===== src/hdl/tlsc_pkg.sv =====
// Types, constants and arithmetic helpers shared by the tilt leveling servo controller.
package tlsc_pkg;

    localparam int SAMPLE_BITS = 16;
    localparam int SCALE_SHIFT = 24 - SAMPLE_BITS;

    // CORDIC datapath widths: x/y hold scaled samples with growth, z holds 2^-16 degree.
    localparam int XW = 27;
    localparam int ZW = 26;
    // Angle arithmetic width in 1/256 degree, with room for differences.
    localparam int AW = 19;
    localparam int MBW = 18;
    localparam int PW = XW + MBW;
    localparam int TAB_IW = 5;
    localparam int ATAN_LEN = 24;

    localparam logic [16:0] INV_GAIN_Q16 = 17'd39797;
    localparam logic signed [ZW-1:0] QUARTER_TURN = ZW'(90 * 65536);

    localparam logic [2:0] CFG_ROLL_OFFSET    = 3'd0;
    localparam logic [2:0] CFG_SLEW_LIMIT     = 3'd1;
    localparam logic [2:0] CFG_DEADBAND       = 3'd2;
    localparam logic [2:0] CFG_SERVO_GAIN     = 3'd3;
    localparam logic [2:0] CFG_SERVO_CENTER   = 3'd4;
    localparam logic [2:0] CFG_TOUCH_THRESHOLD = 3'd5;

    localparam logic signed [12:0] RST_ROLL_OFFSET = 13'sd768;
    localparam logic [13:0] RST_SLEW_LIMIT = 14'd1024;
    localparam logic [11:0] RST_DEADBAND = 12'd256;
    localparam logic [11:0] RST_SERVO_GAIN = 12'd800;
    localparam logic [15:0] RST_SERVO_CENTER = 16'd32768;
    localparam logic [15:0] RST_TOUCH_THRESHOLD = 16'd52429;

    typedef enum logic [3:0] {
        ST_IDLE,
        ST_ROLL_ITER,
        ST_ROLL_END,
        ST_PITCH_LOAD,
        ST_PITCH_ITER,
        ST_PITCH_END,
        ST_SERVO_P,
        ST_SERVO_PW,
        ST_SERVO_RW,
        ST_DONE
    } state_t;

    typedef struct packed {
        logic signed [SAMPLE_BITS-1:0] accel_x;
        logic signed [SAMPLE_BITS-1:0] accel_y;
        logic signed [SAMPLE_BITS-1:0] accel_z;
        logic [15:0]                   touch_level;
    } in_item_t;

    typedef struct packed {
        logic signed [16:0] roll_angle;
        logic signed [15:0] pitch_angle;
        logic [15:0]        roll_servo;
        logic [15:0]        pitch_servo;
        logic               roll_updated;
        logic               pitch_updated;
        logic               leveling_on;
    } out_item_t;

    // Rounded atan(2^-i) in 2^-16 degree.
    function automatic logic signed [ZW-1:0] atan_lut(input logic [TAB_IW-1:0] idx);
        logic signed [ZW-1:0] v;
        case (idx)
            5'd0:  v = ZW'(2949120);
            5'd1:  v = ZW'(1740967);
            5'd2:  v = ZW'(919879);
            5'd3:  v = ZW'(466945);
            5'd4:  v = ZW'(234379);
            5'd5:  v = ZW'(117304);
            5'd6:  v = ZW'(58666);
            5'd7:  v = ZW'(29335);
            5'd8:  v = ZW'(14668);
            5'd9:  v = ZW'(7334);
            5'd10: v = ZW'(3667);
            5'd11: v = ZW'(1833);
            5'd12: v = ZW'(917);
            5'd13: v = ZW'(458);
            5'd14: v = ZW'(229);
            5'd15: v = ZW'(115);
            5'd16: v = ZW'(57);
            5'd17: v = ZW'(29);
            5'd18: v = ZW'(14);
            5'd19: v = ZW'(7);
            5'd20: v = ZW'(4);
            5'd21: v = ZW'(2);
            5'd22: v = ZW'(1);
            default: v = '0;
        endcase
        return v;
    endfunction

    // A step of limit or more is clamped to last plus or minus the limit.
    function automatic logic signed [AW-1:0] slew_clamp(input logic signed [AW-1:0] last,
                                                        input logic signed [AW-1:0] now,
                                                        input logic [13:0] limit);
        logic signed [AW-1:0] d;
        logic signed [AW-1:0] ad;
        logic signed [AW-1:0] lim;
        logic signed [AW-1:0] r;
        d = now - last;
        ad = d[AW-1] ? -d : d;
        lim = AW'($signed({1'b0, limit}));
        if (ad >= lim) begin
            r = (d > 0) ? last + lim : last - lim;
        end else begin
            r = now;
        end
        return r;
    endfunction

    // Center minus the rounded gain term, saturated to the 16-bit command range.
    function automatic logic [15:0] servo_cmd(input logic signed [PW-1:0] prod,
                                              input logic [15:0] center);
        logic signed [PW-1:0] psum;
        logic signed [29:0] term;
        logic signed [30:0] c;
        logic [15:0] r;
        psum = prod + PW'(128);
        term = psum[37:8];
        c = 31'($signed({1'b0, center})) - 31'(term);
        if (c < 0) begin
            r = 16'd0;
        end else if (c > 31'sd65535) begin
            r = 16'hFFFF;
        end else begin
            r = c[15:0];
        end
        return r;
    endfunction

endpackage


===== src/hdl/tilt_leveling_servo_controller.sv =====
// Tilt leveling servo controller: iterated CORDIC for roll and pitch, slew limit and servo law.
//
//  channel  | direction | handshake           | payload
//  ---------+-----------+---------------------+-----------------------------------
//  in       | input     | in_valid / in_stall | in_data  (accel x/y/z, touch level)
//  out      | output    | out_valid/out_stall | out_data (angles, servo commands)
//  cfg      | input     | cfg_valid/cfg_ready | cfg_index, cfg_data
//
// A result is written to the output register after its request has run through the roll and
// pitch rotations and the servo states; no new request is taken until the previous one has left
// its done state, as the one CORDIC rotator serves roll then pitch and one multiplier all products.
// Reset restores configuration, block state and control; datapath registers need no reset.
// A stalled result is held in the output register; the next request still runs up to its
// final cycle, where it waits until the output register is free.
module tilt_leveling_servo_controller #(
    parameter int CORDIC_STEPS = 16
) (
    input  logic                clk,
    input  logic                rst_n,
    input  logic                in_valid,
    output logic                in_stall,
    input  tlsc_pkg::in_item_t  in_data,
    output logic                out_valid,
    input  logic                out_stall,
    output tlsc_pkg::out_item_t out_data,
    input  logic                cfg_valid,
    output logic                cfg_ready,
    input  logic [2:0]          cfg_index,
    input  logic [15:0]         cfg_data
);

    localparam int CW = (CORDIC_STEPS > 1) ? $clog2(CORDIC_STEPS) : 1;
    localparam int XW = tlsc_pkg::XW;
    localparam int ZW = tlsc_pkg::ZW;
    localparam int AW = tlsc_pkg::AW;
    localparam int PW = tlsc_pkg::PW;
    localparam int MBW = tlsc_pkg::MBW;

    tlsc_pkg::state_t state_reg, state_next;

    // Configuration registers.
    logic signed [12:0] roll_offset_reg;
    logic [13:0]        slew_limit_reg;
    logic [11:0]        deadband_reg;
    logic [11:0]        servo_gain_reg;
    logic [15:0]        servo_center_reg;
    logic [15:0]        touch_threshold_reg;

    // Block state.
    logic signed [16:0] last_roll_reg;
    logic signed [16:0] last_pitch_reg;
    logic [15:0]        roll_position_reg;
    logic [15:0]        pitch_position_reg;
    logic               touch_armed_reg;
    logic               leveling_reg;
    logic               roll_upd_reg;
    logic               pitch_upd_reg;

    // Datapath.
    tlsc_pkg::in_item_t   in_reg;
    logic signed [XW-1:0] x_reg;
    logic signed [XW-1:0] y_reg;
    logic signed [ZW-1:0] z_reg;
    logic [CW-1:0]        cnt_reg;
    logic signed [PW-1:0] prod_reg;
    logic signed [AW-1:0] roll_now_reg;

    logic                out_valid_reg;
    tlsc_pkg::out_item_t out_reg;

    logic accept;
    logic out_free;
    logic last_step;

    // Loader with left half plane pre-rotation.
    logic                 load_en;
    logic signed [XW-1:0] ld_x, ld_y;
    logic signed [XW-1:0] lx_next, ly_next;
    logic signed [ZW-1:0] lz_next;

    logic signed [XW-1:0] dx, dy;
    logic signed [ZW-1:0] step_angle;

    logic signed [MBW-1:0] mul_b;
    logic signed [XW-1:0]  mul_a;
    logic signed [PW-1:0]  mag_sum;
    logic signed [XW-1:0]  mag;
    logic signed [ZW-1:0]  z_round;
    logic signed [AW-1:0]  angle_now;
    logic signed [AW-1:0]  roll_slewed, pitch_slewed;
    logic                  touch_hit, touch_high;
    logic [16:0]           abs_roll, abs_pitch;

    assign accept    = in_valid && !in_stall;
    assign in_stall  = (state_reg != tlsc_pkg::ST_IDLE);
    assign out_free  = !out_valid_reg || !out_stall;
    assign last_step = (cnt_reg == CW'(CORDIC_STEPS - 1));
    assign cfg_ready = 1'b1;
    assign out_valid = out_valid_reg;
    assign out_data  = out_reg;

    always_ff @(posedge clk or negedge rst_n) begin
        if (!rst_n) begin
            state_reg <= tlsc_pkg::ST_IDLE;
        end else begin
            state_reg <= state_next;
        end
    end

    always_comb begin
        state_next = state_reg;
        load_en = 1'b0;
        unique case (state_reg)
            tlsc_pkg::ST_IDLE: begin
                if (in_valid) begin
                    state_next = tlsc_pkg::ST_ROLL_ITER;
                    load_en = 1'b1;
                end
            end
            tlsc_pkg::ST_ROLL_ITER: begin
                if (last_step) begin
                    state_next = tlsc_pkg::ST_ROLL_END;
                end
            end
            tlsc_pkg::ST_ROLL_END:   state_next = tlsc_pkg::ST_PITCH_LOAD;
            tlsc_pkg::ST_PITCH_LOAD: begin
                state_next = tlsc_pkg::ST_PITCH_ITER;
                load_en = 1'b1;
            end
            tlsc_pkg::ST_PITCH_ITER: begin
                if (last_step) begin
                    state_next = tlsc_pkg::ST_PITCH_END;
                end
            end
            tlsc_pkg::ST_PITCH_END:  state_next = tlsc_pkg::ST_SERVO_P;
            tlsc_pkg::ST_SERVO_P:    state_next = tlsc_pkg::ST_SERVO_PW;
            tlsc_pkg::ST_SERVO_PW:   state_next = tlsc_pkg::ST_SERVO_RW;
            tlsc_pkg::ST_SERVO_RW:   state_next = tlsc_pkg::ST_DONE;
            tlsc_pkg::ST_DONE: begin
                if (out_free) begin
                    state_next = tlsc_pkg::ST_IDLE;
                end
            end
            default: state_next = tlsc_pkg::ST_IDLE;
        endcase
    end

    // Roll starts from (az, ay); pitch from (scaled magnitude, -ax).
    always_comb begin
        if (state_reg == tlsc_pkg::ST_IDLE) begin
            ld_x = XW'(24'(in_data.accel_z) <<< tlsc_pkg::SCALE_SHIFT);
            ld_y = XW'(24'(in_data.accel_y) <<< tlsc_pkg::SCALE_SHIFT);
        end else begin
            ld_x = mag;
            ld_y = -XW'(24'(in_reg.accel_x) <<< tlsc_pkg::SCALE_SHIFT);
        end
        lx_next = ld_x;
        ly_next = ld_y;
        lz_next = '0;
        if (ld_x < 0) begin
            if (ld_y >= 0) begin
                lx_next = ld_y;
                ly_next = -ld_x;
                lz_next = tlsc_pkg::QUARTER_TURN;
            end else begin
                lx_next = -ld_y;
                ly_next = ld_x;
                lz_next = -tlsc_pkg::QUARTER_TURN;
            end
        end
    end

    assign dx = y_reg >>> cnt_reg;
    assign dy = x_reg >>> cnt_reg;
    assign step_angle = tlsc_pkg::atan_lut(tlsc_pkg::TAB_IW'(cnt_reg));

    // Shared multiplier: 1/K correction of the roll magnitude, then the two servo terms.
    always_comb begin
        if (state_reg == tlsc_pkg::ST_ROLL_END) begin
            mul_a = x_reg;
            mul_b = MBW'($signed({1'b0, tlsc_pkg::INV_GAIN_Q16}));
        end else begin
            mul_a = XW'($signed({1'b0, servo_gain_reg}));
            if (state_reg == tlsc_pkg::ST_SERVO_P) begin
                mul_b = MBW'(last_pitch_reg);
            end else begin
                mul_b = MBW'(last_roll_reg);
            end
        end
    end

    assign mag_sum   = prod_reg + PW'(32768);
    assign mag       = XW'(mag_sum >>> 16);
    assign z_round   = z_reg + ZW'(128);
    assign angle_now = AW'(z_round >>> 8);

    assign roll_slewed  = tlsc_pkg::slew_clamp(AW'(last_roll_reg), roll_now_reg, slew_limit_reg);
    assign pitch_slewed = tlsc_pkg::slew_clamp(AW'(last_pitch_reg), angle_now, slew_limit_reg);

    assign touch_hit  = touch_armed_reg && (in_reg.touch_level <= touch_threshold_reg);
    assign touch_high = (in_reg.touch_level >= touch_threshold_reg);

    assign abs_roll  = last_roll_reg[16] ? 17'(-last_roll_reg) : 17'(last_roll_reg);
    assign abs_pitch = last_pitch_reg[16] ? 17'(-last_pitch_reg) : 17'(last_pitch_reg);

    // Datapath registers without reset.
    always_ff @(posedge clk) begin
        prod_reg <= mul_a * mul_b;
        if (accept) begin
            in_reg <= in_data;
        end
        if (load_en) begin
            x_reg <= lx_next;
            y_reg <= ly_next;
            z_reg <= lz_next;
        end else if (state_reg == tlsc_pkg::ST_ROLL_ITER ||
                     state_reg == tlsc_pkg::ST_PITCH_ITER) begin
            if (y_reg > 0) begin
                x_reg <= x_reg + dx;
                y_reg <= y_reg - dy;
                z_reg <= z_reg + step_angle;
            end else if (y_reg < 0) begin
                x_reg <= x_reg - dx;
                y_reg <= y_reg + dy;
                z_reg <= z_reg - step_angle;
            end
        end
        if (state_reg == tlsc_pkg::ST_ROLL_END) begin
            roll_now_reg <= angle_now + AW'(roll_offset_reg);
        end
        if (state_reg == tlsc_pkg::ST_DONE && out_free) begin
            out_reg.roll_angle    <= last_roll_reg;
            out_reg.pitch_angle   <= last_pitch_reg[15:0];
            out_reg.roll_servo    <= roll_position_reg;
            out_reg.pitch_servo   <= pitch_position_reg;
            out_reg.roll_updated  <= roll_upd_reg;
            out_reg.pitch_updated <= pitch_upd_reg;
            out_reg.leveling_on   <= leveling_reg;
        end
    end

    always_ff @(posedge clk or negedge rst_n) begin
        if (!rst_n) begin
            cnt_reg <= '0;
        end else if (load_en) begin
            cnt_reg <= '0;
        end else if (state_reg == tlsc_pkg::ST_ROLL_ITER ||
                     state_reg == tlsc_pkg::ST_PITCH_ITER) begin
            cnt_reg <= last_step ? '0 : cnt_reg + CW'(1);
        end
    end

    always_ff @(posedge clk or negedge rst_n) begin
        if (!rst_n) begin
            roll_offset_reg     <= tlsc_pkg::RST_ROLL_OFFSET;
            slew_limit_reg      <= tlsc_pkg::RST_SLEW_LIMIT;
            deadband_reg        <= tlsc_pkg::RST_DEADBAND;
            servo_gain_reg      <= tlsc_pkg::RST_SERVO_GAIN;
            servo_center_reg    <= tlsc_pkg::RST_SERVO_CENTER;
            touch_threshold_reg <= tlsc_pkg::RST_TOUCH_THRESHOLD;
        end else if (cfg_valid && cfg_ready) begin
            unique case (cfg_index)
                tlsc_pkg::CFG_ROLL_OFFSET:     roll_offset_reg     <= cfg_data[12:0];
                tlsc_pkg::CFG_SLEW_LIMIT:      slew_limit_reg      <= cfg_data[13:0];
                tlsc_pkg::CFG_DEADBAND:        deadband_reg        <= cfg_data[11:0];
                tlsc_pkg::CFG_SERVO_GAIN:      servo_gain_reg      <= cfg_data[11:0];
                tlsc_pkg::CFG_SERVO_CENTER:    servo_center_reg    <= cfg_data;
                tlsc_pkg::CFG_TOUCH_THRESHOLD: touch_threshold_reg <= cfg_data;
                default: ;
            endcase
        end
    end

    always_ff @(posedge clk or negedge rst_n) begin
        if (!rst_n) begin
            last_roll_reg      <= '0;
            last_pitch_reg     <= '0;
            roll_position_reg  <= tlsc_pkg::RST_SERVO_CENTER;
            pitch_position_reg <= tlsc_pkg::RST_SERVO_CENTER;
            touch_armed_reg    <= 1'b0;
            leveling_reg       <= 1'b1;
            roll_upd_reg       <= 1'b0;
            pitch_upd_reg      <= 1'b0;
        end else begin
            case (state_reg)
                tlsc_pkg::ST_PITCH_END: begin
                    last_roll_reg  <= 17'(roll_slewed);
                    last_pitch_reg <= 17'(pitch_slewed);
                    if (touch_hit) begin
                        touch_armed_reg <= 1'b0;
                        leveling_reg    <= !leveling_reg;
                    end else if (touch_high) begin
                        touch_armed_reg <= 1'b1;
                    end
                end
                tlsc_pkg::ST_SERVO_PW: begin
                    pitch_upd_reg <= leveling_reg && (abs_pitch >= 17'(deadband_reg));
                    if (leveling_reg && (abs_pitch >= 17'(deadband_reg))) begin
                        pitch_position_reg <= tlsc_pkg::servo_cmd(prod_reg, servo_center_reg);
                    end
                end
                tlsc_pkg::ST_SERVO_RW: begin
                    roll_upd_reg <= leveling_reg && (abs_roll >= 17'(deadband_reg));
                    if (leveling_reg && (abs_roll >= 17'(deadband_reg))) begin
                        roll_position_reg <= tlsc_pkg::servo_cmd(prod_reg, servo_center_reg);
                    end
                end
                default: ;
            endcase
        end
    end

    always_ff @(posedge clk or negedge rst_n) begin
        if (!rst_n) begin
            out_valid_reg <= 1'b0;
        end else if (state_reg == tlsc_pkg::ST_DONE && out_free) begin
            out_valid_reg <= 1'b1;
        end else if (!out_stall) begin
            out_valid_reg <= 1'b0;
        end
    end

    // A servo load can only be reported while leveling is on.
    a_update_needs_leveling: assert property (@(posedge clk) disable iff (!rst_n)
        out_valid |-> (out_data.leveling_on ||
                       !(out_data.roll_updated || out_data.pitch_updated)))
        else $error("servo update reported with leveling off");

    // The rotator never drives x negative once the pre-rotation is done.
    a_cordic_x_nonneg: assert property (@(posedge clk) disable iff (!rst_n)
        (state_reg == tlsc_pkg::ST_ROLL_ITER || state_reg == tlsc_pkg::ST_PITCH_ITER)
        |-> !x_reg[XW-1])
        else $error("CORDIC x went negative");

    // An accepted request starts the roll iterations from the first step.
    a_accept_starts: assert property (@(posedge clk) disable iff (!rst_n)
        accept |=> (state_reg == tlsc_pkg::ST_ROLL_ITER && cnt_reg == '0))
        else $error("accepted request did not start the rotator");

endmodule

===== config.mk =====
export PLATFORM = sky130hd
export DESIGN_NAME = tilt_leveling_servo_controller
export DESIGN_NICKNAME = d
export VERILOG_FILES = /design/src/hdl/tlsc_pkg.sv /design/src/hdl/tilt_leveling_servo_controller.sv
export SDC_FILE = /design/constraint.sdc
export NUM_CORES = 2
export LEC_CHECK = 0
export BUFFER_PORTS_ARGS = -buffer_cell sky130_fd_sc_hd__buf_2
export CORE_ASPECT_RATIO = 0.7
export CORE_MARGIN = 1.5
export CORE_UTILIZATION = 42
export CTS_BUF_LIST = sky130_fd_sc_hd__clkbuf_8
export DETAILED_ROUTE_END_ITERATION = 7
export SYNTH_ARGS = -nofsm -noshare
export SYNTH_HDL_FRONTEND = slang
export SYNTH_SLANG_ARGS = --single-unit

===== constraint.sdc =====
create_clock -name clk -period 9.9 [get_ports clk]
set_clock_uncertainty 0.1 [all_clocks]
set_input_delay 2.475 -clock clk [delete_from_list [all_inputs] [get_ports clk]]
set_output_delay 2.475 -clock clk [all_outputs]
set_load 0.05 [all_outputs]

==> flow_summary.toml <==
[grt]
grt_first_pass_wirelength_um = 234500
overflow = 0
grt_max_degree = 101
antenna_found_initial = 6
first_global_vias = 37360
track_usage_pct = 26.19

[logic_synthesis]
synth.area.top_cells = "fa_1, edfxtp_1, ha_1, dfrtp_1, inv_1"
synth_area_leader_cell = "fa_1"
synth-warning-count = 0
syn_inst = 5341
synth_top_flop_cell = "edfxtp_1"
synth.distinct_cells = 92
yosysMostFrequentCell = "inv_1"
yosys.area.top_type_share_pct = 19.00
synthArstFlopShare_pct = 40.81
seq_area_frac_synth_pct = 22.23
syn_avg_cell_area_um2 = 9.074
netlist_area_um2 = 48460
synth_seq_cells = 397
ys_top_cells_by_count = "inv_1, nand2_1, fa_1"
synth_edf_count = 199

[timing]
setup_tns_ns = 0
fmax_ghz = 0.1112
hold_violations = 0
finalSetupViolations = 0
worst_slew_pin_slew_ns = 1.188
fin_crit_sh_pct = 90.88
slew_violations = 0
rsz0062_at_grt = "false"
relSlewSlack_pct = 20.71
whs_ns = 0.3264
min_period_ns = 8.997

[clocking]
htree_levels = 3
path_clk_slew_ns = 0.06
cts_root_buf = "clkbuf_8"
cts_tree = "done"
cts_sinks = 397
insertion_delay_ns = 0.70
cts_buffers = 75
post-cts-setup-buffer-count = 0
holdBufCountCts = 0
clock_path_buffers = 3
post_cts_resized = 0

[final_layout]
synthToLayoutAreaGrowth_pct = 9.279
largest_register_ff_count = 68
instances_no_fill = 7159
nNetsFinal = 6481
drive_above_1_share_pct = 10.00
fillers = 11030

[drt]
drt_iter0_drc = 4468
route.detailed.drc = 0
via_per_inst = 5.529
firstDrtPassIters = 5
vias = 39580
wire_per_inst_um = 21.59
antenna_left = 0
drt_wl_total_um = 154500

[setup_path]
arrival_ns = 9.44
crit_fanout = 24
crit_type = "register to register"
cp.required_ns = 10.34
crit_top_cell = "fa_1"
worst_path_max_delay_cell = "inv_1"
slowest_delay_ns = 0.64
rr_worst_depth = 29
worstSetupStartpointType = "register"
critPathCaptureType = "register"

[placed_design]
port-buffer-count = 157
hpwl_um = 125300
placedCellCount = 7018
gp_congestion = 0.9634

[floorplan]
io_pins = 159
die_area_um2 = 117500
start_util_pct = 42.27
core_area_um2 = 114600
rows = 104
die_width_um = 409.0
die_h_um = 287.2

[hold_path]
hold_class = "register to register"
min_delay_path_depth = 0

[status]
status = "completed"

[run]
maxCapViolCount = 0
==> final timing paths <==
check                           slack, ns                   start                to
min in group asynchronous            1.81                   rst_n  last_roll_reg[1]
max in group asynchronous            6.32                   rst_n        cnt_reg[2]
worst max register to register       0.90            state_reg[0]      prod_reg[42]
worst min-delay path                 0.33  pitch_position_reg[13]      out_data[16]
worst max-delay path                 0.90            state_reg[0]      prod_reg[42]
worst min register to register       0.33  pitch_position_reg[13]      out_data[16]
==> worst max-delay path, delay by kind of cell, from the launching register on <==
| family | cells | cell delay, ns |
|---|---|---|
| adders and majority gates | 7 | 3.47 |
| xor gates and xnor gates | 1 | 0.08 |
| buffers and inverters | 4 | 0.89 |
| AOI/OAI and AO/OA | 10 | 2.38 |
| DFF | 1 | 0.51 |
| and+or+nand+nor | 7 | 1.40 |
==> kinds of logic (layout without fill, tap and decap cells) <==
logic type,after synthesis,after routing,share of synthesized area (%)
buffers and inverters,913,1082,7.188
flip-flops,397,397,22.23
AND/OR/NAND/NOR,1504,1504,14.33
XOR/XNOR,448,448,8.096
adder cells (fa/ha/maj),835,835,28.68
other,2,114,0.01550
multiplexers,250,250,6.865
AO/OA/AOI/OAI,992,992,12.59
==> metal layers <==
| metal | GRT usage, % | part of all wire [%] | up-vias |
|---|---|---|---|
| li1 | - | - | 18370 |
| met1 | 42.54 | 50 | 19440 |
| met2 | 34.03 | 38 | 1641 |
| met3 | 6.820 | 11 | 131 |
| met5 | 0 | 0 | - |
| met4 | 4.628 | 1.5 | 0 |
==> placed cells by master, fill, tap and decap left out, types with 13 or more instances in the layout <==
| cell type | n |
|---|---|
| conb_1 | 112 |
| a21o_1 | 76 |
| and3_1 | 43 |
| mux4_2 | 40 |
| o31ai_1 | 30 |
| ha_1 | 375 |
| a21oi_1 | 293 |
| buf_2 | 156 |
| dfstp_2 | 20 |
| fa_1 | 460 |
| dfrtp_1 | 138 |
| or3_1 | 31 |
| nand2_1 | 552 |
| nand3_1 | 94 |
| dfxtp_1 | 36 |
| a211oi_1 | 30 |
| a31oi_1 | 40 |
| edfxtp_1 | 199 |
| and2_1 | 41 |
| mux2_2 | 116 |
| nor3_1 | 80 |
| buf_4 | 55 |
| nand4_1 | 47 |
| o211ai_1 | 34 |
| o21ai_0 | 270 |
| nor4_1 | 17 |
| inv_1 | 755 |
| o21bai_1 | 28 |
| mux2i_1 | 83 |
| o21a_1 | 48 |
| clkbuf_8 | 85 |
| nor2b_1 | 43 |
| xnor2_1 | 284 |
| xor2_1 | 163 |
| o21ai_1 | 13 |
| nand2b_1 | 58 |
| nor2_1 | 407 |
| or2_2 | 20 |
==> area by class of cell <==
cell class	instances	area (µm²)	share of cell area, %
antenna	2	5.005	0.009450
inverter	731	2744	5.181
multi-input combinational	4141	34710	65.54
timing repair buffer	212	1205	2.275
clock inverter	54	422.9	0.7985
tap	1537	1923	3.631
sequential	397	10780	20.36
clock buffer	85	1170	2.209
==> metrics by stage <==
step | area, µm² | util, % | setup WS, ns
2_1_floorplan | 48880 | - | 1.228
3_3_place_gp | 51360 | 44.80 | 1.085
3_5_place_dp | 51360 | 44.80 | 1.004
4_1_cts | 52960 | 46.19 | 0.9792
5_1_grt | 52960 | 46.20 | 0.4324
6_report | 52960 | 46.20 | 0.9033
Power is not shown: default switching activity piles up to over one toggle a cycle in this logic, so the estimate is an artifact.
